[src/htq_pkg.sv]
// Package for the heightmap triangle height query block.
// Holds widths, defaults, the request code and the structs between stages.
// No dependencies.
package htq_pkg;

  localparam int MAX_TILES_DEF = 255;
  localparam int FRAC_BITS_DEF = 8;
  localparam int FRAC_BITS_MAX = 12;
  localparam int OUT_FRAC      = 8;

  localparam int TILE_W      = 8;
  localparam int ADDR_W      = 16;
  localparam int STORE_DEPTH = 65536;
  localparam int HEIGHT_W    = 8;
  localparam int COORD_W     = 17;
  localparam int RESULT_W    = 16;
  localparam int MUL_W       = FRAC_BITS_MAX + 1;

  typedef enum logic {
    REQ_LOAD  = 1'b0,
    REQ_QUERY = 1'b1
  } req_t;

  typedef struct packed {
    logic              we;
    logic [ADDR_W-1:0] waddr;
    logic [HEIGHT_W-1:0] wdata;
    logic              re;
    logic [ADDR_W-1:0] addr0;
    logic [ADDR_W-1:0] addr1;
    logic [ADDR_W-1:0] addr2;
    logic [ADDR_W-1:0] addr3;
  } htq_mem_req_t;

  typedef struct packed {
    logic             valid;
    logic             in_range;
    logic             upper;
    logic [MUL_W-1:0] mul_a;
    logic [MUL_W-1:0] mul_b;
  } htq_meta_t;

endpackage

[src/htq_interp.sv]
// Interpolation back end: corner differences times fractions, sum, clamp, output register.
// Depends on htq_pkg.
module htq_interp
  import htq_pkg::*;
#(
  parameter int FRAC_BITS = FRAC_BITS_DEF
) (
  input  logic                clk,
  input  logic                rst,
  input  logic                advance,
  input  htq_meta_t           meta,
  input  logic [HEIGHT_W-1:0] h0,
  input  logic [HEIGHT_W-1:0] h1,
  input  logic [HEIGHT_W-1:0] h2,
  input  logic [HEIGHT_W-1:0] h3,
  output logic                out_valid,
  output logic [RESULT_W-1:0] height_q,
  output logic                in_range
);

  localparam int BASE_W = HEIGHT_W + FRAC_BITS;
  localparam int PROD_W = HEIGHT_W + 1 + FRAC_BITS + 2;
  localparam int ACC_W  = PROD_W + 1;
  localparam int SH_W   = ACC_W - 1 + OUT_FRAC;
  localparam int SHR    = (FRAC_BITS >= OUT_FRAC) ? FRAC_BITS - OUT_FRAC : 0;
  localparam int SHL    = (FRAC_BITS < OUT_FRAC) ? OUT_FRAC - FRAC_BITS : 0;

  logic [HEIGHT_W-1:0]        hb;
  logic signed [HEIGHT_W:0]   d_a;
  logic signed [HEIGHT_W:0]   d_b;
  logic signed [FRAC_BITS+1:0] m_a;
  logic signed [FRAC_BITS+1:0] m_b;

  logic                       s3_valid;
  logic                       s3_in_range;
  logic [BASE_W-1:0]          s3_base;
  logic signed [PROD_W-1:0]   s3_pa;
  logic signed [PROD_W-1:0]   s3_pb;

  logic signed [ACC_W-1:0]    acc;
  logic [SH_W-1:0]            wide;
  logic [SH_W-1:0]            shifted;
  logic [RESULT_W-1:0]        result;

  assign hb  = meta.upper ? h2 : h0;
  assign d_a = $signed({1'b0, h1}) - $signed({1'b0, hb});
  assign d_b = $signed({1'b0, h3}) - $signed({1'b0, hb});
  assign m_a = $signed({1'b0, meta.mul_a[FRAC_BITS:0]});
  assign m_b = $signed({1'b0, meta.mul_b[FRAC_BITS:0]});

  always_ff @(posedge clk) begin
    if (rst) begin
      s3_valid <= 1'b0;
    end else if (advance) begin
      s3_valid <= meta.valid;
    end
  end

  always_ff @(posedge clk) begin
    if (advance) begin
      s3_in_range <= meta.in_range;
      s3_base     <= {hb, {FRAC_BITS{1'b0}}};
      s3_pa       <= PROD_W'(d_a) * PROD_W'(m_a);
      s3_pb       <= PROD_W'(d_b) * PROD_W'(m_b);
    end
  end

  always_comb begin
    acc = $signed({{(ACC_W-BASE_W){1'b0}}, s3_base})
        + $signed({s3_pa[PROD_W-1], s3_pa})
        + $signed({s3_pb[PROD_W-1], s3_pb});
    if (acc[ACC_W-1]) begin
      wide = '0;
    end else begin
      wide = SH_W'(acc[ACC_W-2:0]);
    end
    shifted = (wide << SHL) >> SHR;
    if (|shifted[SH_W-1:RESULT_W]) begin
      result = '1;
    end else begin
      result = shifted[RESULT_W-1:0];
    end
  end

  always_ff @(posedge clk) begin
    if (rst) begin
      out_valid <= 1'b0;
    end else if (advance) begin
      out_valid <= s3_valid;
    end
  end

  always_ff @(posedge clk) begin
    if (advance) begin
      height_q <= s3_in_range ? result : '0;
      in_range <= s3_in_range;
    end
  end

endmodule

[config.mk]
export PLATFORM = sky130hd
export DESIGN_NAME = htq_interp
export DESIGN_NICKNAME = d
export VERILOG_FILES = /design/src/htq_pkg.sv /design/src/htq_interp.sv
export SDC_FILE = /design/constraint.sdc
export NUM_CORES = 1
export LEC_CHECK = 0
export BUFFER_PORTS_ARGS = -buffer_cell sky130_fd_sc_hd__buf_2
export CAP_MARGIN = 0
export CORE_UTILIZATION = 45
export CTS_BUF_LIST = sky130_fd_sc_hd__clkbuf_4
export DETAILED_ROUTE_END_ITERATION = 7
export PLACE_DENSITY = 0.72
export SLEW_MARGIN = 20
export SYNTH_ARGS = -nofsm -noshare
export SYNTH_HDL_FRONTEND = slang
export SYNTH_SLANG_ARGS = --single-unit
export TNS_END_PERCENT = 1
[constraint.sdc]
create_clock -name clk -period 7.3 [get_ports clk]
set_input_delay 0.365 -clock clk [delete_from_list [all_inputs] [get_ports clk]]
set_output_delay 0.365 -clock clk [all_outputs]
set_load 0.02 [all_outputs]
# --- Word-level counts from Yosys, hierarchy flattened ---
# Cells that the tools add are included.
op_classes:
  add_sub_neg: 4
  multipliers: 2
  mux: 3
  reduce_logical: 1
op_table:
  columns: ["cell", "n"]
  rows:
  - ["$mul 9x10->19", 2]
  - ["$add 17x19->20", 1]
  - ["$add 20x19->20", 1]
  - ["$mux 19", 1]
  - ["$sub 8x8->9", 2]
  - ["$mux 16", 1]
  - ["$reduce_or 11->1", 1]
  - ["$mux 8", 1]
totals:
  reg_bits: 66
  inputBits: 64
  output_inout_bits: 18
  word_cells: 18

# --- Longest topological paths before layout ---
# Gate-level depths: netlist of the first run.
depth:
  ltp_word: 5
  mapped_depth: 28
  ltp_nobuf: 27

# --- Worst setup path before layout of the first run ---
# No wires, ideal clock.
synth_timing:
  path_kind: "input to register"
  start: "input meta[26] (netlist name)"
  end: "register s3_pa[18] (data pin)"
  arrival_time_ns: 7.276
  required_ns: 7.038
  path_slack_ns: -0.238
  stages: 27
  n_path_buf: 1
  cell_sequence: "clkbuf_1 mux2i_1 ha_1 nor2b_1 o21ai_0 nand2b_1 a21o_1 a21oi_1 o21bai_1 a21oi_2 mux2_2 fa_1 fa_1 inv_1 fa_1 fa_1 inv_1 fa_1 inv_1 ha_1 or2_2 a21oi_1 a21oi_1 a2111oi_0 nor3b_1 nor3_1 xnor2_1"
synth_between:
  elab_chain_len: 3
synth_lines:
  columns: ["item", "line", "source"]
  rows:
  - ["from (decl)", "htq_interp.sv:11", "input htq_meta_t meta,"]
  - ["$mux 8", "htq_interp.sv:45", "assign hb = meta.upper ? h2 : h0;"]
  - ["$sub 8x8->9", "htq_interp.sv:46", "assign d_a = $signed({1'b0, h1}) - $signed({1'b0, hb});"]
  - ["$mul 9x10->19", "htq_interp.sv:63", "s3_pa <= PROD_W'(d_a) * PROD_W'(m_a);"]
  - ["to (signal assigned)", "htq_interp.sv:63", null]
  - ["to (decl)", "htq_interp.sv:37", "logic signed [PROD_W-1:0] s3_pa;"]
# No other way between the ends.
# A chain may end at the register's enable or synchronous reset.

# --- Final worst setup path of the first run ---
# Ends and elaborated chain as after synthesis.

==> results of run 1 <==
[how the worst max path moves through the flow]
stage,from,endpoint,slack [ns],depth (start not counted)
6_report,meta[26],s3_pa[18]$_DFFE_PP_,0.57,29
5_1_grt,meta[26],s3_pa[18]$_DFFE_PP_,0.12,29
4_1_cts,meta[26],s3_pa[18]$_DFFE_PP_,0.55,29
3_5_place_dp,meta[26],s3_pa[18]$_DFFE_PP_,0.11,29
3_3_place_gp,meta[26],s3_pa[18]$_DFFE_PP_,0.17,29
2_1_floorplan,meta[26],s3_pa[18]$_DFFE_PP_,0.13,27
[worst max-delay path, delay by kind of cell]
| kind | cells | cell delay, ns |
|---|---|---|
| buf+inv | 6 | 0.68 |
| xor+xnor | 1 | 0.10 |
| mux | 2 | 0.56 |
| fa+ha+maj | 7 | 2.96 |
| simple gates | 5 | 0.77 |
| compound gates | 8 | 1.45 |
[sequential cells by signal, summed over array words and instances (netlist names)]
register / flops
out_valid: 1
s3_valid: 1
s3_in_range: 1
s3_pa: 19
s3_base: 8
s3_pb: 19
in_range: 1
height_q: 16
[routing by layer]
metal	track usage	up-vias	wire, um
met1	0.233	3349	8640
met3	0.0284	41	508
met4	0.0602	2	530
met2	0.331	102	9440
li1	-	3327	-
met5	0	-	8
[through the flow]
| stage | setup slack (ns) | hold WS, ns |
|---|---|---|
| floorplan | 0.130 | 0.437 |
| global placement | 0.168 | 0.473 |
| detailed placement | 0.110 | 0.513 |
| CTS | 0.549 | 0.0659 |
| global route | 0.122 | 0.0432 |
| finish | 0.566 | 0.0910 |
[cell usage in the layout, fill, tap and decap left out, types with 3 or more instances in the layout]
| cell | synthesis | layout |
|---|---|---|
| fa_1 | 111 | 111 |
| xnor2_1 | 33 | 33 |
| nand2_1 | 52 | 52 |
| nor3_1 | 9 | 9 |
| mux2i_1 | 23 | 23 |
| buf_2 | 0 | 73 |
| o21bai_1 | 6 | 6 |
| nand2b_1 | 51 | 51 |
| xor2_1 | 20 | 20 |
| o31ai_1 | 3 | 3 |
| ha_1 | 161 | 161 |
| nand4_1 | 4 | 4 |
| edfxtp_1 | 64 | 64 |
| a21o_1 | 17 | 17 |
| o21a_1 | 6 | 6 |
| a31oi_1 | 3 | 3 |
| a21oi_1 | 51 | 51 |
| o21ai_0 | 13 | 13 |
| and2_1 | 69 | 69 |
| mux2_2 | 5 | 5 |
| nor2_1 | 27 | 27 |
| buf_4 | 1 | 27 |
| nor2b_1 | 15 | 15 |
| nand3_1 | 6 | 6 |
| or2_2 | 6 | 6 |
| clkbuf_4 | 0 | 9 |
| and3_1 | 3 | 3 |
| inv_1 | 144 | 144 |
[cell families after synthesis]
family / Yosys count / synth area share
AO/OA/AOI/OAI: 119 / 0.0792
XOR/XNOR: 53 / 0.0478
adder cells (fa/ha/maj): 272 / 0.436
buffers and inverters: 163 / 0.0642
flip-flops: 66 / 0.202
multiplexers: 28 / 0.0295
AND/OR/NAND/NOR: 251 / 0.141
[layout make-up]
cell class	instances	area [um^2]	share of cell area
Multi-Input combinational cell	723	7130	0.666
Timing Repair Buffer	100	568	0.0530
Clock inverter	7	93.8	0.00876
Tap cell	275	344	0.0321
Inverter	144	541	0.0505
Sequential cell	66	1960	0.183
Clock buffer	9	67.6	0.00631
==> key figures, run 1 <==
Die
  • Core Area: 21100 um^2
  • Starting Density: 0.460
  • Full die area: 22200 um^2
  • Die H: 149 um
  • # rows: 53
  • I/O pins: 82
  • Die width: 149 um

Worst hold path
  • Worst min-delay path startpoint: rst
  • Hold Path Sink: out_valid$_SDFFE_PP0P_
  • HP Class: in2reg
  • Hold depth: 2

Placement
  • HPWL after DPL: 16.0 mm
  • RD Place Congestion: 0.879
  • Post-DP Area: 10500 um^2
  • Port-buffer cells: 73
  • Placed cell count: 1308

Timing
  • Fmax: 148 MHz
  • RSZ-0062 raised after global routing: no
  • Worst slew pin tran: 0.852 ns
  • Finish-stage setup viols: 0
  • Fin crit period: 6.73 ns
  • Clock skew: 0.0175 ns
  • Setup TNS: 0 ns
  • Slew HR: 0.432
  • Slew Viols, Final: 0
  • Ratio of final minimum period to clock period: 0.922
  • Hold Violations, Final: 0

Yosys
  • Synth Cell Area: 9710 um^2
  • Area leader, netlist: fa_1
  • Count leader, synth: ha_1
  • #FFs+latches synth: 66
  • Synth top cells by count: ha_1 (161), inv_1 (144), fa_1 (111)
  • Synthesized instance count: 952
  • Post-synth ARST share: 0
  • Ys Warns: 0
  • Count of cell types in the netlist: 50
  • Syn Area/Cell: 10.2 um^2
  • Number of synthesized flops with an enable pin: 64
  • Sequential area share after synthesis: 0.202
  • Synth area leaders: fa_1 (23%), ha_1 (21%), edfxtp_1 (20%)
  • Yosys top cell area share: 0.229
  • Top FF cell, synth: edfxtp_1
  • Synthesized Nets: 1288

Routing
  • Via density per instance: 5.15
  • DR WL/cell: 14.4 um
  • Total number of vias: 6821
  • Initial detailed-routing violation count: 266
  • # DRC: 0
  • Final ANT Viol Nets: 0
  • Pre-antenna DRT Iters: 4
  • Routed WL: 19.1 mm

Clock tree
  • Clock root cell: clkbuf_4
  • Num CTS Buffers: 9
  • Clock tree buffer depth: 2
  • CTS tree: done
  • Worst-Skew Late Latency: 0.43 ns
  • Hold-fix buffers, CTS: 0
  • Setup Fix Bufs, Post-CTS: 0
  • CTS clk-pin slew, worst paths: 0.12 ns
  • Count of clock tree sinks: 66
  • Post-CTS resize count: 0
  • Htree depth: 3

Layout
  • Final instance area: 10700 um^2
  • Layout cells sized above 1: 0.131
  • Finished Layout Cells: 1324
  • Filler cell count: 1948
  • Final #Nets: 1380
  • Final design utilization: 0.508
  • Diode count: 0
  • Syn-to-layout area delta: 10.3%

GRT
  • Overflow after GRT: 0
  • Vias in the first global route: 7088
  • First-pass GRT wire length: 32.8 mm
  • GRT Util Overall: 0.187
  • Largest net degree at the start of global routing: 67
  • Initial antenna violation count: 1

Outcome
  • Outcome: finished clean

Worst setup path
  • Crit path top cell by count: fa_1
  • Flop2flop setup slack: 3.27 ns
  • CP peak stage delay: 0.54 ns
  • Crit start category: primary input
  • Kind of end point of the critical path: flop
  • RR Endpoint: height_q[14]$_SDFFCE_PN0P_
  • CP arrival: 6.91 ns
  • R2R Path Start: s3_pb[1]$_DFFE_PP_
  • Cell count of the worst reg-to-reg path: 12
  • Highest net fanout along the worst path: 4
  • Crit path kind: in2reg
  • Crit path required time: 7.47 ns
  • Slowest-stage cell, CP: fa_1

Job
  • Max_cap viols: 0
Power of run 1 is left out: the tool's default activity adds up to more than one toggle a clock period on the data nets, which glitch-free logic cannot reach.
==> inputs of run 2 (changes only) <==
--- a/config.mk
+++ b/config.mk
@@ -8,7 +8,7 @@
 export BUFFER_PORTS_ARGS = -buffer_cell sky130_fd_sc_hd__buf_2
 export CAP_MARGIN = 0
 export CORE_UTILIZATION = 45
-export CTS_BUF_LIST = sky130_fd_sc_hd__clkbuf_4
+export CTS_BUF_LIST = sky130_fd_sc_hd__clkbuf_8
 export DETAILED_ROUTE_END_ITERATION = 7
 export PLACE_DENSITY = 0.72
 export SLEW_MARGIN = 20
==> key figures, run 2 (synthesized netlist as in run 1, its figures left out) <==
Outcome
  • Outcome: finished clean

Placement
  • Post-place setup slack: 0.110 ns (unchanged)
  • HPWL after DPL: 16.0 mm (unchanged)
  • Post-DP Area: 10500 um^2 (unchanged)
  • RD Place Congestion: 0.879 (unchanged)
  • Placed cell count: 1308 (unchanged)
  • Port-buffer cells: 73 (unchanged)

Timing
  • Hold Violations, Final: 0 (unchanged)
  • Slew HR: 0.451 (+0.0190)
  • Finish-stage setup viols: 0 (unchanged)
  • Clock skew: 0.0102 ns (-0.00730 ns)
  • PnR worst setup slack: 0.479 ns (-0.0870 ns)
  • Ratio of final minimum period to clock period: 0.934 (+0.0119)
  • Worst slew pin tran: 0.824 ns (-0.0285 ns)
  • Setup TNS: 0 ns (unchanged)
  • RSZ-0062 raised after global routing: no
  • Fin crit period: 6.82 ns (+0.0870 ns)
  • Slew Viols, Final: 0 (unchanged)
  • Fmax: 147 MHz (-1.3%)

Worst setup path
  • CP arrival: 6.91 ns (about the same)
  • Crit path top cell by count: fa_1
  • Crit start category: primary input
  • Kind of end point of the critical path: flop
  • CP peak stage delay: 0.54 ns (about the same)
  • Slowest-stage cell, CP: fa_1
  • Crit path kind: in2reg
  • Crit path required time: 7.39 ns (-0.08 ns)
  • Highest net fanout along the worst path: 4 (unchanged)

Layout
  • Syn-to-layout area delta: 11.0%
  • Filler cell count: 1942 (-0.31%)
  • Commonest non-fill, non-tap cell in the layout: ha_1
  • Most frequent cells in the layout: ha_1 (161), inv_1 (144), fa_1 (111)
  • Layout cells sized above 1: 0.132 (+0.000953)
  • Biggest regs: s3_pa (19), s3_pb (19), height_q (16)
  • Diode count: 0 (unchanged)
  • Final instance area: 10800 um^2 (+0.62%)
  • Finished Layout Cells: 1324 (unchanged)
  • Final #Nets: 1380 (unchanged)

GRT
  • Largest net degree at the start of global routing: 67 (unchanged)
  • Initial antenna violation count: 1 (unchanged)
  • Overflow after GRT: 0 (unchanged)
  • Vias in the first global route: 7094 (+0.085%)
  • First-pass GRT wire length: 32.9 mm (+0.27%)
  • GRT Util Overall: 0.188 (+0.000532)

Clock tree
  • Post-CTS resize count: 0 (unchanged)
  • Setup Fix Bufs, Post-CTS: 0 (unchanged)
  • Worst-Skew Late Latency: 0.35 ns (-0.08 ns)
  • CTS clk-pin slew, worst paths: 0.08 ns (-0.04 ns)
  • Htree depth: 3 (unchanged)
  • Num CTS Buffers: 9 (unchanged)
  • Hold-fix buffers, CTS: 0 (unchanged)
  • Count of clock tree sinks: 66 (unchanged)
  • Clock tree buffer depth: 2 (unchanged)
  • Clock root cell: clkbuf_8
  • CTS tree: done

Worst hold path
  • HP Class: in2reg

Die
  • Core Area: 21100 um^2 (unchanged)
  • # rows: 53 (unchanged)
  • Die width: 149 um (unchanged)
  • Full die area: 22200 um^2 (unchanged)
  • I/O pins: 82 (unchanged)
  • Die H: 149 um (unchanged)
  • Starting Density: 0.460 (unchanged)

Routing
  • Routed WL: 19.1 mm (about the same)
  • # DRC: 0 (unchanged)
  • DR WL/cell: 14.4 um (about the same)
  • Via density per instance: 5.14 (-0.18%)
  • Pre-antenna DRT Iters: 4 (unchanged)
  • Total number of vias: 6809 (-0.18%)
  • Final ANT Viol Nets: 0 (unchanged)
  • Initial detailed-routing violation count: 303 (+14%)

Job
  • Max_cap viols: 0 (unchanged)
==> run 2: changes by cell type in the layout (fill, tap and decap cells not counted) <==
cell,previous run,this run
clkbuf_8,0,10
clkbuf_4,9,0
clkinv_1,1,0
==> run 2: worst paths after layout <==
check,startpoint,to,slack (ns),depth (start not counted)
worst max-delay path,meta[26],s3_pa[18]$_DFFE_PP_,0.48,29
worst min-delay path,rst,out_valid$_SDFFE_PP0P_,0.18,2
worst max register to register,s3_pb[1]$_DFFE_PP_,height_q[14]$_SDFFCE_PN0P_,3.29,12
worst min register to register,out_valid$_SDFFE_PP0P_,out_valid$_SDFFE_PP0P_,0.52,2
==> run 2: cell type report <==
type	count	area (um^2)	share of cell area
clock buffers	10	138	0.0128
clock inverters	6	90.1	0.00836
multi-input cells	723	7130	0.662
flip-flops and latches	66	1960	0.182
repair buffers	100	568	0.0527
well taps	275	344	0.0319
inverters	144	541	0.0502
==> run 2: worst max-delay path, delay by kind of cell <==
family | cells | cell delay (ns)
adder cells (fa/ha/maj) | 7 | 2.96
AO/OA/AOI/OAI | 8 | 1.46
buffers and inverters | 6 | 0.68
multiplexers | 2 | 0.56
AND/OR/NAND/NOR | 5 | 0.77
XOR/XNOR | 1 | 0.10
==> run 2: routing by layer <==
| metal | wire (um) | GRT usage |
|---|---|---|
| met4 | 528 | 0.0592 |
| met1 | 8500 | 0.234 |
| met3 | 588 | 0.0297 |
| met5 | 8 | 0 |
| met2 | 9490 | 0.331 |
==> run 2: per-stage QoR <==
stage               utilization  hold WS, ns
floorplan                     -        0.437
global placement          0.500        0.473
detailed placement        0.500        0.513
CTS                       0.511        0.161
global route              0.511        0.154
finish                    0.511        0.181
Power of run 2 is left out for the same reason.
