==> config.mk <==
export PLATFORM = sky130hd
export DESIGN_NAME = htq_front
export DESIGN_NICKNAME = d
export VERILOG_FILES = /design/src/htq_pkg.sv /design/src/htq_front.sv
export SDC_FILE = /design/constraint.sdc
export NUM_CORES = 1
export LEC_CHECK = 0
export ABC_AREA = 1
export BUFFER_PORTS_ARGS = -buffer_cell sky130_fd_sc_hd__buf_2
export CAP_MARGIN = 20
export CORE_AREA = 2 2 124 126
export DETAILED_ROUTE_END_ITERATION = 6
export DIE_AREA = 0 0 126 128
export PLACE_DENSITY = 0.82
export SLEW_MARGIN = 10
export SYNTH_ARGS = -nofsm -noshare
export SYNTH_HDL_FRONTEND = slang
export SYNTH_SLANG_ARGS = --single-unit
==> constraint.sdc <==
create_clock -name clk -period 15.45 [get_ports clk]
set_input_delay 1.545 -clock clk [delete_from_list [all_inputs] [get_ports clk]]
set_output_delay 1.545 -clock clk [all_outputs]
set_load 0.05 [all_outputs]
==> src/htq_pkg.sv <==
// Package for the heightmap triangle height query block.
// Holds widths, defaults, the request code and the structs between stages.
// No dependencies.
package htq_pkg;

  localparam int MAX_TILES_DEF = 255;
  localparam int FRAC_BITS_DEF = 8;
  localparam int FRAC_BITS_MAX = 12;
  localparam int OUT_FRAC      = 8;

  localparam int TILE_W      = 8;
  localparam int ADDR_W      = 16;
  localparam int STORE_DEPTH = 65536;
  localparam int HEIGHT_W    = 8;
  localparam int COORD_W     = 17;
  localparam int RESULT_W    = 16;
  localparam int MUL_W       = FRAC_BITS_MAX + 1;

  typedef enum logic {
    REQ_LOAD  = 1'b0,
    REQ_QUERY = 1'b1
  } req_t;

  typedef struct packed {
    logic              we;
    logic [ADDR_W-1:0] waddr;
    logic [HEIGHT_W-1:0] wdata;
    logic              re;
    logic [ADDR_W-1:0] addr0;
    logic [ADDR_W-1:0] addr1;
    logic [ADDR_W-1:0] addr2;
    logic [ADDR_W-1:0] addr3;
  } htq_mem_req_t;

  typedef struct packed {
    logic             valid;
    logic             in_range;
    logic             upper;
    logic [MUL_W-1:0] mul_a;
    logic [MUL_W-1:0] mul_b;
  } htq_meta_t;

endpackage

==> src/htq_front.sv <==
// Front end: range check, cell and fraction split, corner addresses, memory requests.
// Depends on htq_pkg.
module htq_front
  import htq_pkg::*;
#(
  parameter int FRAC_BITS = FRAC_BITS_DEF
) (
  input  logic                       clk,
  input  logic                       rst,
  input  logic                       advance,
  input  logic [TILE_W-1:0]          tile_count,
  input  logic                       in_valid,
  input  logic                       req_type,
  input  logic [ADDR_W-1:0]          cell_index,
  input  logic [HEIGHT_W-1:0]        height_byte,
  input  logic signed [COORD_W-1:0]  query_x,
  input  logic signed [COORD_W-1:0]  query_z,
  output htq_mem_req_t               mem_req,
  output htq_meta_t                  meta
);

  localparam int LIM_W = TILE_W + FRAC_BITS;
  localparam int MAG_W = COORD_W - 1;
  localparam int CMP_W = (LIM_W > MAG_W) ? LIM_W : MAG_W;

  logic [LIM_W-1:0]           lim;
  logic [CMP_W-1:0]           x_ext;
  logic [CMP_W-1:0]           z_ext;
  logic [CMP_W-1:0]           lim_ext;
  logic                       range_ok;
  logic [TILE_W-1:0]          nx;
  logic [TILE_W-1:0]          nz;
  logic [TILE_W:0]            stride;
  logic [2*TILE_W:0]          row_prod;

  logic                       s1_valid;
  logic                       s1_query;
  logic                       s1_in_range;
  logic [ADDR_W-1:0]          s1_waddr;
  logic [HEIGHT_W-1:0]        s1_wdata;
  logic [ADDR_W-1:0]          s1_row0;
  logic [TILE_W-1:0]          s1_nx;
  logic [FRAC_BITS-1:0]       s1_fx;
  logic [FRAC_BITS-1:0]       s1_fz;

  logic [ADDR_W-1:0]          i0;
  logic [ADDR_W-1:0]          i1;
  logic [FRAC_BITS:0]         fsum;
  logic                       upper;
  logic [FRAC_BITS:0]         one_minus_fx;
  logic [FRAC_BITS:0]         one_minus_fz;
  logic [FRAC_BITS:0]         mul_a;
  logic [FRAC_BITS:0]         mul_b;
  htq_meta_t                  meta_next;

  assign lim      = {tile_count, {FRAC_BITS{1'b0}}};
  assign x_ext    = CMP_W'(query_x[MAG_W-1:0]);
  assign z_ext    = CMP_W'(query_z[MAG_W-1:0]);
  assign lim_ext  = CMP_W'(lim);
  assign range_ok = !query_x[COORD_W-1] && !query_z[COORD_W-1] &&
                    (x_ext < lim_ext) && (z_ext < lim_ext);
  assign nx       = TILE_W'(query_x[MAG_W-1:FRAC_BITS]);
  assign nz       = TILE_W'(query_z[MAG_W-1:FRAC_BITS]);
  assign stride   = {1'b0, tile_count} + (TILE_W+1)'(1);
  assign row_prod = (2*TILE_W+1)'(nz) * (2*TILE_W+1)'(stride);

  always_ff @(posedge clk) begin
    if (rst) begin
      s1_valid <= 1'b0;
    end else if (advance) begin
      s1_valid <= in_valid;
    end
  end

  always_ff @(posedge clk) begin
    if (advance) begin
      s1_query    <= (req_type == REQ_QUERY);
      s1_in_range <= range_ok;
      s1_waddr    <= cell_index;
      s1_wdata    <= height_byte;
      s1_row0     <= row_prod[ADDR_W-1:0];
      s1_nx       <= nx;
      s1_fx       <= query_x[FRAC_BITS-1:0];
      s1_fz       <= query_z[FRAC_BITS-1:0];
    end
  end

  assign i0           = s1_row0 + ADDR_W'(s1_nx);
  assign i1           = i0 + ADDR_W'(stride);
  assign fsum         = {1'b0, s1_fx} + {1'b0, s1_fz};
  assign upper        = fsum[FRAC_BITS];
  assign one_minus_fx = {1'b1, {FRAC_BITS{1'b0}}} - {1'b0, s1_fx};
  assign one_minus_fz = {1'b1, {FRAC_BITS{1'b0}}} - {1'b0, s1_fz};
  assign mul_a        = upper ? one_minus_fx : {1'b0, s1_fz};
  assign mul_b        = upper ? one_minus_fz : {1'b0, s1_fx};

  always_comb begin
    mem_req.we    = advance && s1_valid && !s1_query;
    mem_req.waddr = s1_waddr;
    mem_req.wdata = s1_wdata;
    mem_req.re    = advance && s1_valid && s1_query;
    mem_req.addr0 = i0;
    mem_req.addr1 = i1;
    mem_req.addr2 = i1 + ADDR_W'(1);
    mem_req.addr3 = i0 + ADDR_W'(1);

    meta_next.valid    = s1_valid && s1_query;
    meta_next.in_range = s1_in_range;
    meta_next.upper    = upper;
    meta_next.mul_a    = MUL_W'(mul_a);
    meta_next.mul_b    = MUL_W'(mul_b);
  end

  always_ff @(posedge clk) begin
    if (rst) begin
      meta.valid <= 1'b0;
    end else if (advance) begin
      meta.valid <= meta_next.valid;
    end
    if (advance) begin
      meta.in_range <= meta_next.in_range;
      meta.upper    <= meta_next.upper;
      meta.mul_a    <= meta_next.mul_a;
      meta.mul_b    <= meta_next.mul_b;
    end
  end

endmodule

# Yosys cells after proc, flatten, opt, wreduce, memory -nomap -nowiden
# Index checks and enable logic that the tools add are counted.
# word_totals
in_bits	71
elab_cells	39
out_inout_bits	119
register_bits	88
# op_classes
magnitude_cmp	2
addsub	8
reduce_logical	10
n_mux	2
multipliers	1
# op_table
op	n
$add A16 B1 Y16 const B	2
$lt A16 B16 Y1	2
$sub A9 B8 Y9 const A	2
$add A16 B8 Y16	1
$add A16 B9 Y16	1
$mul A8 B9 Y16	1
$mux W8	2
$add A8 B1 Y9 const B	1
$add A8 B8 Y9	1
$logic_and A1 B1 Y1	7
$logic_not A1 Y1	3

# Longest topological paths before layout
# Gate-level depths: netlist (run 1).
# depth
word_depth	4
mapped_depth	27
ltp_nobuf	27

# Least setup slack after synthesis (run 1)
# OpenSTA, ideal clock, no wires.
# synth_path
path_type	in2out
start	input port tile_count[0]
end	output port mem_req[29] (netlist bit)
arrival_time_ns	5.202
t_required_ns	13.905
cell_stages	22
n_path_buf	1
slack_ns	8.703
path_cell_list	clkbuf_1 -> inv_1 -> nor3_1 -> inv_1 -> nor3_1 -> nand2_1 -> nor2_1 -> nand2_1 -> nand2_1 -> inv_1 -> ha_1 -> nand2_1 -> inv_1 -> a21oi_1 -> nand3_2 -> inv_1 -> nand3_1 -> nand2_1 -> nand3_1 -> nor2_2 -> nand3_2 -> xor2_1
# synth_rtl
element	line	source
from (decl)	htq_front.sv:11	input logic [TILE_W-1:0] tile_count,
to (decl)	htq_front.sv:18	output htq_mem_req_t mem_req,

==> key figures, run 1 <==
Global routing
  – Largest net degree at the start of global routing: 61
  – Global route total overflow: 0
  – GRT Total Usage: 23.19%
  – First-pass GRT wire length: 30.24 mm
  – Vias in the first global route: 6522
  – Initial antenna violation count: 0

Logic synthesis
  – Synthesized instance count: 956
  – Post-synthesis register bit count: 88
  – Count leader, synth: nand2_1
  – Post-synth EDFFs: 86
  – Share of the synthesized area in the top cell type: 32.33%
  – Ys flop type: edfxtp_1
  – Unique masters post-synth: 37
  – Synth Cell Area: 0.007988 mm²
  – Syn. warnings: 0
  – Largest area contributor in the netlist: edfxtp_1
  – Synth cell count leaders: nand2_1 (199), inv_1 (179), nor2_1 (103), edfxtp_1 (86), ha_1 (78)
  – Asr flop ratio synth: 0%
  – Seq/Total Area, Yosys: 32.83%
  – Syn_area_per_cell: 8.355 µm²
  – Top cells by area, synth: edfxtp_1 (32%), ha_1 (12%), fa_1 (11%)

Cells and area
  – Ant. Diodes: 0
  – Area growth syn-to-layout: 17.17%
  – NumNets Final: 1333
  – Share of cells above drive strength 1: 21.55%

Timing
  – Worst-Margin Slew: 0.8282 ns
  – Setup TNS: 0 ns
  – Maximum clock frequency: 152.7 MHz
  – Final Setup Violations: 0
  – Clk_skew: 0.004600 ns
  – Slew headroom: 44.66%
  – Period utilization: 42.39%
  – Pins over their slew limit: 0
  – Fin crit period: 6.549 ns
  – RSZ-0062 raised after global routing: no
  – Final hold vios: 0

Floorplanning
  – Die ar.: 0.01613 mm²
  – Core Area: 0.01486 mm²
  – Width of the chip: 126 µm
  – Height of the die: 128 µm
  – # IOs: 190
  – Row count: 45
  – Initial core utilization: 53.74%

Drt
  – DRT Pass-1 Iters: 4
  – Vias per cell: 5.140
  – Routed WL per cell: 13.87 µm
  – Vias: 6857
  – Total Wirelength: 18.50 mm
  – Residual DRC: 0
  – DR iter-0 viols: 382
  – DRT antenna net count: 0

Place
  – Post-DP HPWL: 15.53 mm
  – Port Buf Inserts: 181
  – GP Congestion: 0.9553

Clock network
  – Clock sinks: 88
  – Clk root buf: clkbuf_16
  – Post_cts resized: 0
  – Total setup buffers inserted after CTS: 0
  – Clock buffer depth: 2
  – CTS tree: done
  – Hold_buf cts: 0
  – Clock-pin slew on the worst setup and hold paths: 0.06 ns
  – H-tree lvl count: 3
  – Number of CTS-inserted buffers: 9
  – Worst skew pair latency: 0.34 ns

Setup path
  – Setup crit start kind: primary input
  – Crit path max fanout: 9
  – Crit path required time: 13.91 ns
  – Critical path class: primary input to output port
  – CP Capture Type: output port
  – Worst path slowest cell: ha_1
  – Critical Path Most Common Cell: nand2_1
  – CP top delay family: simple AND/OR/NAND/NOR gates
  – Crit path buffers/inverters: 9
  – Crit path DAT: 5.00 ns
  – Delay of the slowest critical-path stage: 0.37 ns

Status
  – Outcome: finished clean

Run
  – # Max-Cap Violations: 0

Worst hold path
  – Hold crit path type: flip-flop to flip-flop
-- worst register-to-register path, cell delays in order (launching register included) --
cell and delay (ns):
edfxtp_1 0.42, ha_1 0.31, a31o_2 0.24, nand3_1 0.06
nand2_1 0.06, nand4_1 0.08, nand2_1 0.49, o21ai_0 0.53
-- layer usage --
metal  track usage [%]  vias to the layer above  wire, µm
met5                 0                        -         0
met4             7.240                        0       412
met3             2.755                       36      1217
met2             40.64                      254      9089
met1             30.28                     3179      7777
li1                  -                     3388         -
-- per-stage QoR --
stage               setup WS (ns)  utilization [%]  instance area [µm²]  hold slack (ns)  std cells
CTS                         8.949            62.96                 9359           0.4716       1334
finish                      8.901            62.96                 9359           0.4690       1334
global route                8.392            62.96                 9359           0.4917       1334
detailed placement          8.801            60.98                 9064           0.4620       1318
floorplan                   8.703                -                 8014           0.4003        963
global placement            8.994            60.98                 9064           0.4500       1318
-- flip-flops by register name, summed over array words and instances (netlist names) --
register     cells
meta            21
s1_row0         16
s1_waddr        16
s1_fx            8
s1_fz            8
s1_nx            8
s1_wdata         8
s1_in_range      1
s1_query         1
s1_valid         1
-- cells by family after synthesis --
family / Yosys count / share of synthesized area (%)
buf+inv: 202 / 10.06
xor+xnor: 50 / 5.764
compound gates: 69 / 4.715
flops: 88 / 32.83
simple gates: 425 / 23.59
other cells: 1 / 0.04695
fa+ha+maj: 121 / 23.00
-- area by class of cell --
class / instances / area, µm²
inverter: 187 / 701.9
timing repair buffer: 182 / 915.9
multi-input combinational: 673 / 4588
sequential: 88 / 2623
tap: 188 / 235.2
clock inverter: 6 / 66.31
fill: 1254 / 5505
clock buffer: 10 / 229.0
-- final timing paths --
kind,slack (ns),cells after the start,from,to
setup / recovery,8.90,27,tile_count[0],mem_req[30]
hold / removal,0.47,2,meta[28]$_SDFFE_PP0P_,meta[28]$_SDFFE_PP0P_
setup reg to reg,13.04,7,s1_fx[1]$_DFFE_PP_,meta[13]$_DFFE_PP_
hold reg to reg,0.47,2,meta[28]$_SDFFE_PP0P_,meta[28]$_SDFFE_PP0P_
-- cell usage in the layout (no fill, tap or decap), types with 11 or more instances in the layout --
| cell type | netlist | routed |
|---|---|---|
| edfxtp_1 | 86 | 86 |
| ha_1 | 78 | 78 |
| o21ai_0 | 29 | 29 |
| xor2_1 | 37 | 37 |
| a21oi_1 | 27 | 27 |
| nand4_1 | 11 | 11 |
| inv_1 | 179 | 179 |
| buf_2 | 0 | 180 |
| fa_1 | 43 | 43 |
| nor3_1 | 15 | 15 |
| nand3_1 | 51 | 51 |
| nand2_2 | 13 | 13 |
| nand2_1 | 199 | 199 |
| nor2_1 | 103 | 103 |
Power of run 1 is not shown: default switching activity piles up to over one toggle a cycle in this logic, so the estimate is an artifact.
==> run 2: changes to the inputs <==
--- a/config.mk
+++ b/config.mk
@@ -5,13 +5,13 @@
 export SDC_FILE = /design/constraint.sdc
 export NUM_CORES = 1
 export LEC_CHECK = 0
-export ABC_AREA = 1
+export ABC_AREA = 0
 export BUFFER_PORTS_ARGS = -buffer_cell sky130_fd_sc_hd__buf_2
 export CAP_MARGIN = 20
-export CORE_AREA = 2 2 124 126
+export CORE_AREA = 2 2 121 123
 export DETAILED_ROUTE_END_ITERATION = 6
-export DIE_AREA = 0 0 126 128
-export PLACE_DENSITY = 0.82
+export DIE_AREA = 0 0 123 125
+export PLACE_DENSITY = 0.83
 export SLEW_MARGIN = 10
 export SYNTH_ARGS = -nofsm -noshare
 export SYNTH_HDL_FRONTEND = slang
==> constraint.sdc (replaced) <==
create_clock -name clk -period 6.1 [get_ports clk]
set_input_delay 0.61 -clock clk [delete_from_list [all_inputs] [get_ports clk]]
set_output_delay 0.61 -clock clk [all_outputs]
set_load 0.05 [all_outputs]
==> key figures, run 2 <==
Cells and area
  – Area growth syn-to-layout: 19.04%
  – Share of cells above drive strength 1: 26.30% (+4.8 points)
  – Ant. Diodes: 0 (unchanged)
  – Area occupied by multi-input gates: 0.004677 mm² (+1.9%)
  – Post-Layout Inst Area: 0.009097 mm² (-2.8%)
  – Most common library cell in the layout ignoring fill and taps: buf_2
  – Filler instances: 1173 (-6.5%)
  – Top reg by flops: meta
  – Biggest regs: meta: 21 flops, s1_row0: 16 flops, s1_waddr: 16 flops
  – Most frequent cells in the layout: buf_2 (180), inv_1 (87), edfxtp_1 (86), ha_1 (78), xnor2_1 (55)
  – Max reg flops: 21 (unchanged)
  – NumNets Final: 1107 (-17%)
  – Storage cell area: 0.002623 mm² (unchanged)

Logic synthesis
  – Synthesized instance count: 724 (-24%)
  – Top cells by area, synth: edfxtp_1 (34%), ha_1 (13%), fa_1 (11%)
  – Main combinational cell family by area after synthesis: adder cells
  – Ys flop type: edfxtp_1
  – Count leader, synth: inv_1
  – Compound-gate portion of the synthesized area: 8.513% (+3.8 points)
  – Adder-cell share of the synthesized area: 24.03% (+1.0 points)
  – Syn_area_per_cell: 10.56 µm² (+26%)
  – Post-synth EDFFs: 86 (unchanged)
  – Post-synthesis register bit count: 88 (unchanged)
  – Unique masters post-synth: 65 (+76%)
  – Syn. warnings: 0 (unchanged)
  – Largest area contributor in the netlist: edfxtp_1
  – Post-Synth Simple-Gate Area: 15.62% (-8.0 points)
  – Synth cell count leaders: inv_1 (87), edfxtp_1 (86), ha_1 (78), xnor2_1 (58), and2_1 (47)
  – Mux cell area share after synthesis: 2.718% (+2.7 points)
  – Asr flop ratio synth: 0% (unchanged)
  – Share of the synthesized area in the top cell type: 33.79% (+1.5 points)
  – Synth Cell Area: 0.007642 mm² (-4.3%)
  – Post-Synth XOR/XNOR Area: 9.365% (+3.6 points)
  – Seq/Total Area, Yosys: 34.32% (+1.5 points)

Drt
  – DRT Pass-1 Iters: 5 (+1)
  – Total Wirelength: 16.94 mm (-8.4%)
  – DRT antenna net count: 0 (unchanged)
  – Vias: 5846 (-15%)
  – Routed WL per cell: 15.35 µm (+11%)
  – Vias per cell: 5.295 (+3.0%)
  – DR iter-0 viols: 448 (+17%)
  – Residual DRC: 0 (unchanged)

Setup path
  – Critical Path Most Common Cell: ha_1
  – Worst path slowest cell: a311oi_4
  – Flop2flop setup slack: 2.80 ns (-10.24 ns)
  – Worst Setup SP: s1_nx[1]$_DFFE_PP_
  – CP top delay family: compound AO/OA/AOI/OAI gates
  – Levels on crit path: 16 (-41%)
  – Setup crit start kind: flip-flop
  – Terminus of the critical flop-to-flop path: meta[19]$_DFFE_PP_
  – Crit path required time: 5.49 ns (-8.42 ns)
  – Crit path DAT: 5.16 ns (+0.16 ns)
  – Crit path buffers/inverters: 2 (-7)
  – Delay of the slowest critical-path stage: 0.44 ns (+0.07 ns)
  – Worst r2r src: s1_fx[1]$_DFFE_PP_
  – Critical path cell sequence: ha_1 > a211oi_2 > o21ai_1 > a21o_2 > a21o_1 > xnor2_1 > inv_1 > ha_1 > and3_1 > a311oi_4 > a21oi_1 > o2111ai_1 > nand3_1 > nor3b_1 > xnor2_2 > buf_2
  – Critical path class: flip-flop to output port
  – Worst r2r path cells: 10 (+3)
  – CP Capture Type: output port
  – Crit path max fanout: 5 (-4)
  – Critical Path End: mem_req[30]

Clock network
  – Clock buffer depth: 2 (unchanged)
  – Clk root buf: clkbuf_16
  – Worst skew pair latency: 0.34 ns (about the same)
  – Hold_buf cts: 0 (unchanged)
  – Clock-pin slew on the worst setup and hold paths: 0.07 ns (about the same)
  – Number of CTS-inserted buffers: 9 (unchanged)
  – CTS tree: done
  – Post_cts resized: 0 (unchanged)
  – Clock sinks: 88 (unchanged)
  – H-tree lvl count: 3 (unchanged)
  – Total setup buffers inserted after CTS: 0 (unchanged)

Place
  – Post-Place Cell Area: 0.008797 mm² (-2.9%)
  – Port Buf Inserts: 181 (unchanged)
  – Place WS: 0.2254 ns (-8.576 ns)
  – GP Congestion: 0.8717 (-8.8%)
  – Post-DP HPWL: 13.71 mm (-12%)

Timing
  – Maximum clock frequency: 173.4 MHz
  – Final hold vios: 0 (unchanged)
  – Fin crit period: 5.767 ns
  – Period utilization: 94.54%
  – Worst-Margin Slew: 0.9967 ns (+0.1686 ns)
  – Final WS setup: 0.3331 ns (-8.568 ns)
  – Final Setup Violations: 0 (unchanged)
  – Clk_skew: 0.006951 ns (+0.002351 ns)
  – Slew headroom: 33.55% (-11 points)
  – Setup TNS: 0 ns (unchanged)
  – Pins over their slew limit: 0 (unchanged)

Floorplanning
  – Row count: 44 (-2.2%)
  – Initial core utilization: 53.81% (+0.068 points)
  – Core Area: 0.01420 mm² (-4.4%)
  – Height of the die: 125 µm (-2.3%)
  – Die ar.: 0.01538 mm² (-4.7%)
  – # IOs: 190 (unchanged)
  – Width of the chip: 123 µm (-2.4%)

Run
  – # Max-Cap Violations: 0 (unchanged)

Global routing
  – GRT Total Usage: 22.84% (-0.35 points)
  – Global route total overflow: 0 (unchanged)
  – Initial antenna violation count: 0 (unchanged)
  – Largest net degree at the start of global routing: 55 (-9.8%)
  – Vias in the first global route: 5819 (-11%)
  – First-pass GRT wire length: 27.83 mm (-8.0%)

Worst hold path
  – Hold crit path type: flip-flop to flip-flop

Status
  – Outcome: finished clean
==> run 2: cell count changes after synthesis, sizes merged, moves of 14 or more <==
cell   previous run  this run
and2              0        48
inv             186        87
mux2              0        14
nand2           213        45
nand3            59        13
nor2            116        36
nor2b             0        17
xnor2            10        60
xor2             40        20
==> run 2: how the worst min path moves through the flow <==
stage	startpoint	to	slack (ns)	cells after the start
2_1_floorplan	s1_in_range$_DFFE_PP_	meta[27]$_DFFE_PP_	0.40	0
3_3_place_gp	s1_in_range$_DFFE_PP_	meta[27]$_DFFE_PP_	0.40	0
3_5_place_dp	s1_in_range$_DFFE_PP_	meta[27]$_DFFE_PP_	0.42	0
4_1_cts	query_z[3]	s1_fz[3]$_DFFE_PP_	0.43	1
5_1_grt	cell_index[2]	s1_waddr[2]$_DFFE_PP_	0.43	1
6_report	s1_in_range$_DFFE_PP_	meta[27]$_DFFE_PP_	0.43	0
==> run 2: worst reg2reg max path, cell delays in order, from the launching register on <==
cell and delay, ns:
edfxtp_1 0.49, ha_1 0.34, a31o_2 0.24, a21o_1 0.17, a21o_1 0.16, a21oi_1 0.15
nor2b_1 0.06, o21ai_0 0.15, nand2b_1 0.10, a21oi_2 0.76, mux2_2 0.44
==> run 2: cell type report <==
type                            instances  share of cell area (%)
Clock buffer                            9                   2.476
Clock inverter                          7                  0.6877
Inverter                               87                   3.590
Multi-Input combinational cell        542                   51.41
Sequential cell                        88                   28.83
Tap cell                              184                   2.531
Timing Repair Buffer                  187                   10.48
==> run 2: metrics by stage <==
stage          util [%]  hold WS, ns  cells
2_1_floorplan         -       0.4003    731
3_3_place_gp      61.94       0.4042   1088
3_5_place_dp      61.94       0.4163   1088
4_1_cts           63.96       0.4318   1104
5_1_grt           64.05       0.4340   1104
6_report          64.05       0.4294   1104
==> run 2: cells by family after synthesis <==
group | Yosys count
simple gates | 222
xor+xnor | 80
fa+ha+maj | 121
flops | 88
compound gates | 92
buf+inv | 101
other cells | 1
mux | 19
==> run 2: routing by layer <==
layer  part of all wire (%)  GRT usage [%]  wire length (µm)
met1                     40          29.07              6771
met2                     52          38.93              8753
met3                    5.1          3.102               859
met4                    3.3          9.425               558
met5                      0              0                 0
Power of run 2 is left out for the same reason.
==> run 3: changes to the inputs <==
--- a/config.mk
+++ b/config.mk
@@ -5,13 +5,13 @@
 export SDC_FILE = /design/constraint.sdc
 export NUM_CORES = 1
 export LEC_CHECK = 0
-export ABC_AREA = 0
+export ABC_AREA = 1
 export BUFFER_PORTS_ARGS = -buffer_cell sky130_fd_sc_hd__buf_2
 export CAP_MARGIN = 20
-export CORE_AREA = 2 2 121 123
+export CORE_AREA = 2 2 145 147
 export DETAILED_ROUTE_END_ITERATION = 6
-export DIE_AREA = 0 0 123 125
-export PLACE_DENSITY = 0.83
+export DIE_AREA = 0 0 147 149
+export PLACE_DENSITY = 0.64
 export SLEW_MARGIN = 10
 export SYNTH_ARGS = -nofsm -noshare
 export SYNTH_HDL_FRONTEND = slang
==> key figures, run 3 (synthesis results as in run 1) <==
Floorplanning
  – Initial core utilization: 38.86% (-15 points)
  – Row count: 53 (+20%)
  – Width of the chip: 147 µm (+20%)
  – Height of the die: 149 µm (+19%)
  – Die ar.: 0.02190 mm² (+42%)
  – # IOs: 190 (unchanged)
  – Core Area: 0.02056 mm² (+45%)

Timing
  – Final Setup Violations: 0 (unchanged)
  – Slew headroom: 46.05% (+13 points)
  – Final hold vios: 0 (unchanged)
  – Maximum clock frequency: 182.4 MHz (+5.2%)
  – RSZ-0062 raised after global routing: no
  – Pins over their slew limit: 0 (unchanged)
  – Clk_skew: 0.009296 ns (+0.002345 ns)
  – Fin crit period: 5.484 ns (-0.2832 ns)
  – Worst-Margin Slew: 0.8073 ns (-0.1895 ns)
  – Setup TNS: 0 ns (unchanged)
  – Hold_ws: 0.4320 ns (+0.002515 ns)
  – Final WS setup: 0.6163 ns (+0.2832 ns)
  – Period utilization: 89.90% (-4.6 points)

Run
  – # Max-Cap Violations: 0 (unchanged)

Clock network
  – Clock sinks: 88 (unchanged)
  – Worst skew pair latency: 0.34 ns (about the same)
  – H-tree lvl count: 3 (unchanged)
  – CTS tree: done
  – Clock buffer depth: 2 (unchanged)
  – Number of CTS-inserted buffers: 9 (unchanged)
  – Clk root buf: clkbuf_16
  – Hold_buf cts: 0 (unchanged)
  – Post_cts resized: 0 (unchanged)
  – Total setup buffers inserted after CTS: 0 (unchanged)
  – Clock-pin slew on the worst setup and hold paths: 0.07 ns (about the same)

Setup path
  – CP Capture Type: flip-flop
  – Crit path DAT: 5.57 ns (+0.41 ns)
  – Terminus of the critical flop-to-flop path: meta[18]$_DFFE_PP_
  – Worst r2r path cells: 7 (-3)
  – Flop2flop setup slack: 3.81 ns (+1.01 ns)
  – Critical path class: primary input to flip-flop
  – Crit path required time: 6.18 ns (+0.69 ns)
  – Critical path cell sequence: buf_2 > inv_1 > nor3_1 > inv_1 > nor3_1 > nand2_1 > o21ai_0 > nand2_1 > nor2_1 > fa_1 > fa_1 > fa_1 > inv_1 > fa_1 > inv_1 > ha_1 > a21oi_1 > o21ai_0 > a21oi_1 > o21ai_0 > a21oi_1 > nor2_1 > nor2_1 > xnor2_1
  – Crit path max fanout: 9 (+4)
  – Worst r2r src: s1_fz[5]$_DFFE_PP_
  – Worst path slowest cell: fa_1
  – Delay of the slowest critical-path stage: 0.54 ns (+0.10 ns)
  – Setup crit start kind: primary input

Place
  – Post-Place Cell Area: 0.009195 mm² (+4.5%)
  – Post-DP HPWL: 16.21 mm (+18%)
  – GP Congestion: 0.9545 (+9.5%)
  – Place WS: 0.2919 ns (+0.06657 ns)
  – Port Buf Inserts: 181 (unchanged)

Cells and area
  – Top reg by flops: meta
  – Storage cell area: 0.002623 mm² (unchanged)
  – Area occupied by multi-input gates: 0.004588 mm² (-1.9%)
  – Most common library cell in the layout ignoring fill and taps: nand2_1
  – NumNets Final: 1336 (+21%)
  – Max reg flops: 21 (unchanged)
  – Share of cells above drive strength 1: 21.76% (-4.5 points)
  – Biggest regs: meta: 21 flops, s1_row0: 16 flops, s1_waddr: 16 flops
  – Most frequent cells in the layout: nand2_1 (199), buf_2 (180), inv_1 (179), nor2_1 (103), edfxtp_1 (86)
  – Filler instances: 2031 (+73%)
  – Area growth syn-to-layout: 18.61%
  – Post-Layout Inst Area: 0.009474 mm² (+4.1%)

Worst hold path
  – Hold path start: s1_in_range$_DFFE_PP_
  – Hold EP: meta[27]$_DFFE_PP_
  – Hold crit path type: flip-flop to flip-flop
  – WHS Path Cells: 0 (unchanged)

Global routing
  – Vias in the first global route: 6487 (+11%)
  – Initial antenna violation count: 2 (+2)
  – Largest net degree at the start of global routing: 49 (-11%)
  – First-pass GRT wire length: 31.33 mm (+13%)
  – GRT Total Usage: 17.91% (-4.9 points)
  – Global route total overflow: 0 (unchanged)

Drt
  – Total Wirelength: 19.17 mm (+13%)
  – Routed WL per cell: 13.44 µm (-12%)
  – Vias: 6669 (+14%)
  – DR iter-0 viols: 331 (-26%)
  – DRT antenna net count: 0 (unchanged)
  – Residual DRC: 0 (unchanged)
  – Vias per cell: 4.677 (-12%)
  – DRT Pass-1 Iters: 5 (unchanged)

Status
  – Outcome: finished clean
run 3: changes by cell type in the layout (fill, tap and decap cells not counted), sizes merged, moves of 46 or more:
cell,before,now
and2,48,0
inv,91,187
nand2,45,213
nand3,13,59
nor2,36,116
xnor2,60,10
run 3: metrics by stage:
step                util [%]  cells
finish                 46.09   1426
global route           46.07   1425
CTS                    46.06   1424
detailed placement     44.73   1408
global placement       44.73   1408
floorplan                  -    963
run 3: how the worst max path moves through the flow:
stage	start	to	slack, ns	cells after the start
after floorplan	tile_count[0]	s1_row0[14]$_DFFE_PP_	0.78	24
after global placement	tile_count[0]	s1_row0[14]$_DFFE_PP_	0.47	24
after detailed placement	tile_count[0]	s1_row0[14]$_DFFE_PP_	0.29	24
after CTS	tile_count[0]	s1_row0[14]$_DFFE_PP_	0.66	24
after global routing	tile_count[0]	s1_row0[14]$_DFFE_PP_	0.23	24
final	tile_count[0]	s1_row0[14]$_DFFE_PP_	0.62	24
run 3: worst max-delay path, delay by kind of cell:
family | cells | cell delay [ns]
adder cells (fa/ha/maj) | 5 | 2.32
AND/OR/NAND/NOR | 7 | 1.04
AO/OA/AOI/OAI | 6 | 0.97
buffers and inverters | 5 | 0.52
XOR/XNOR | 1 | 0.08
run 3: layout make-up:
cell class	instances	share of cell area [%]
Sequential cell	88	27.68
Multi-Input combinational cell	673	48.43
Inverter	187	7.409
Clock buffer	10	2.417
Timing Repair Buffer	185	9.905
Tap cell	275	3.632
Antenna cell	2	0.05283
Clock inverter	6	0.4754
run 3: per-layer routing:
layer / routed length [µm] / up-vias / track usage [%]
met4: 365 / 0 / 5.962
met2: 9177 / 188 / 30.82
li1: - / 3399 / -
met3: 831 / 21 / 2.080
met1: 8796 / 3061 / 23.66
met5: 0 / - / 0
Power of run 3 is left out for the same reason.
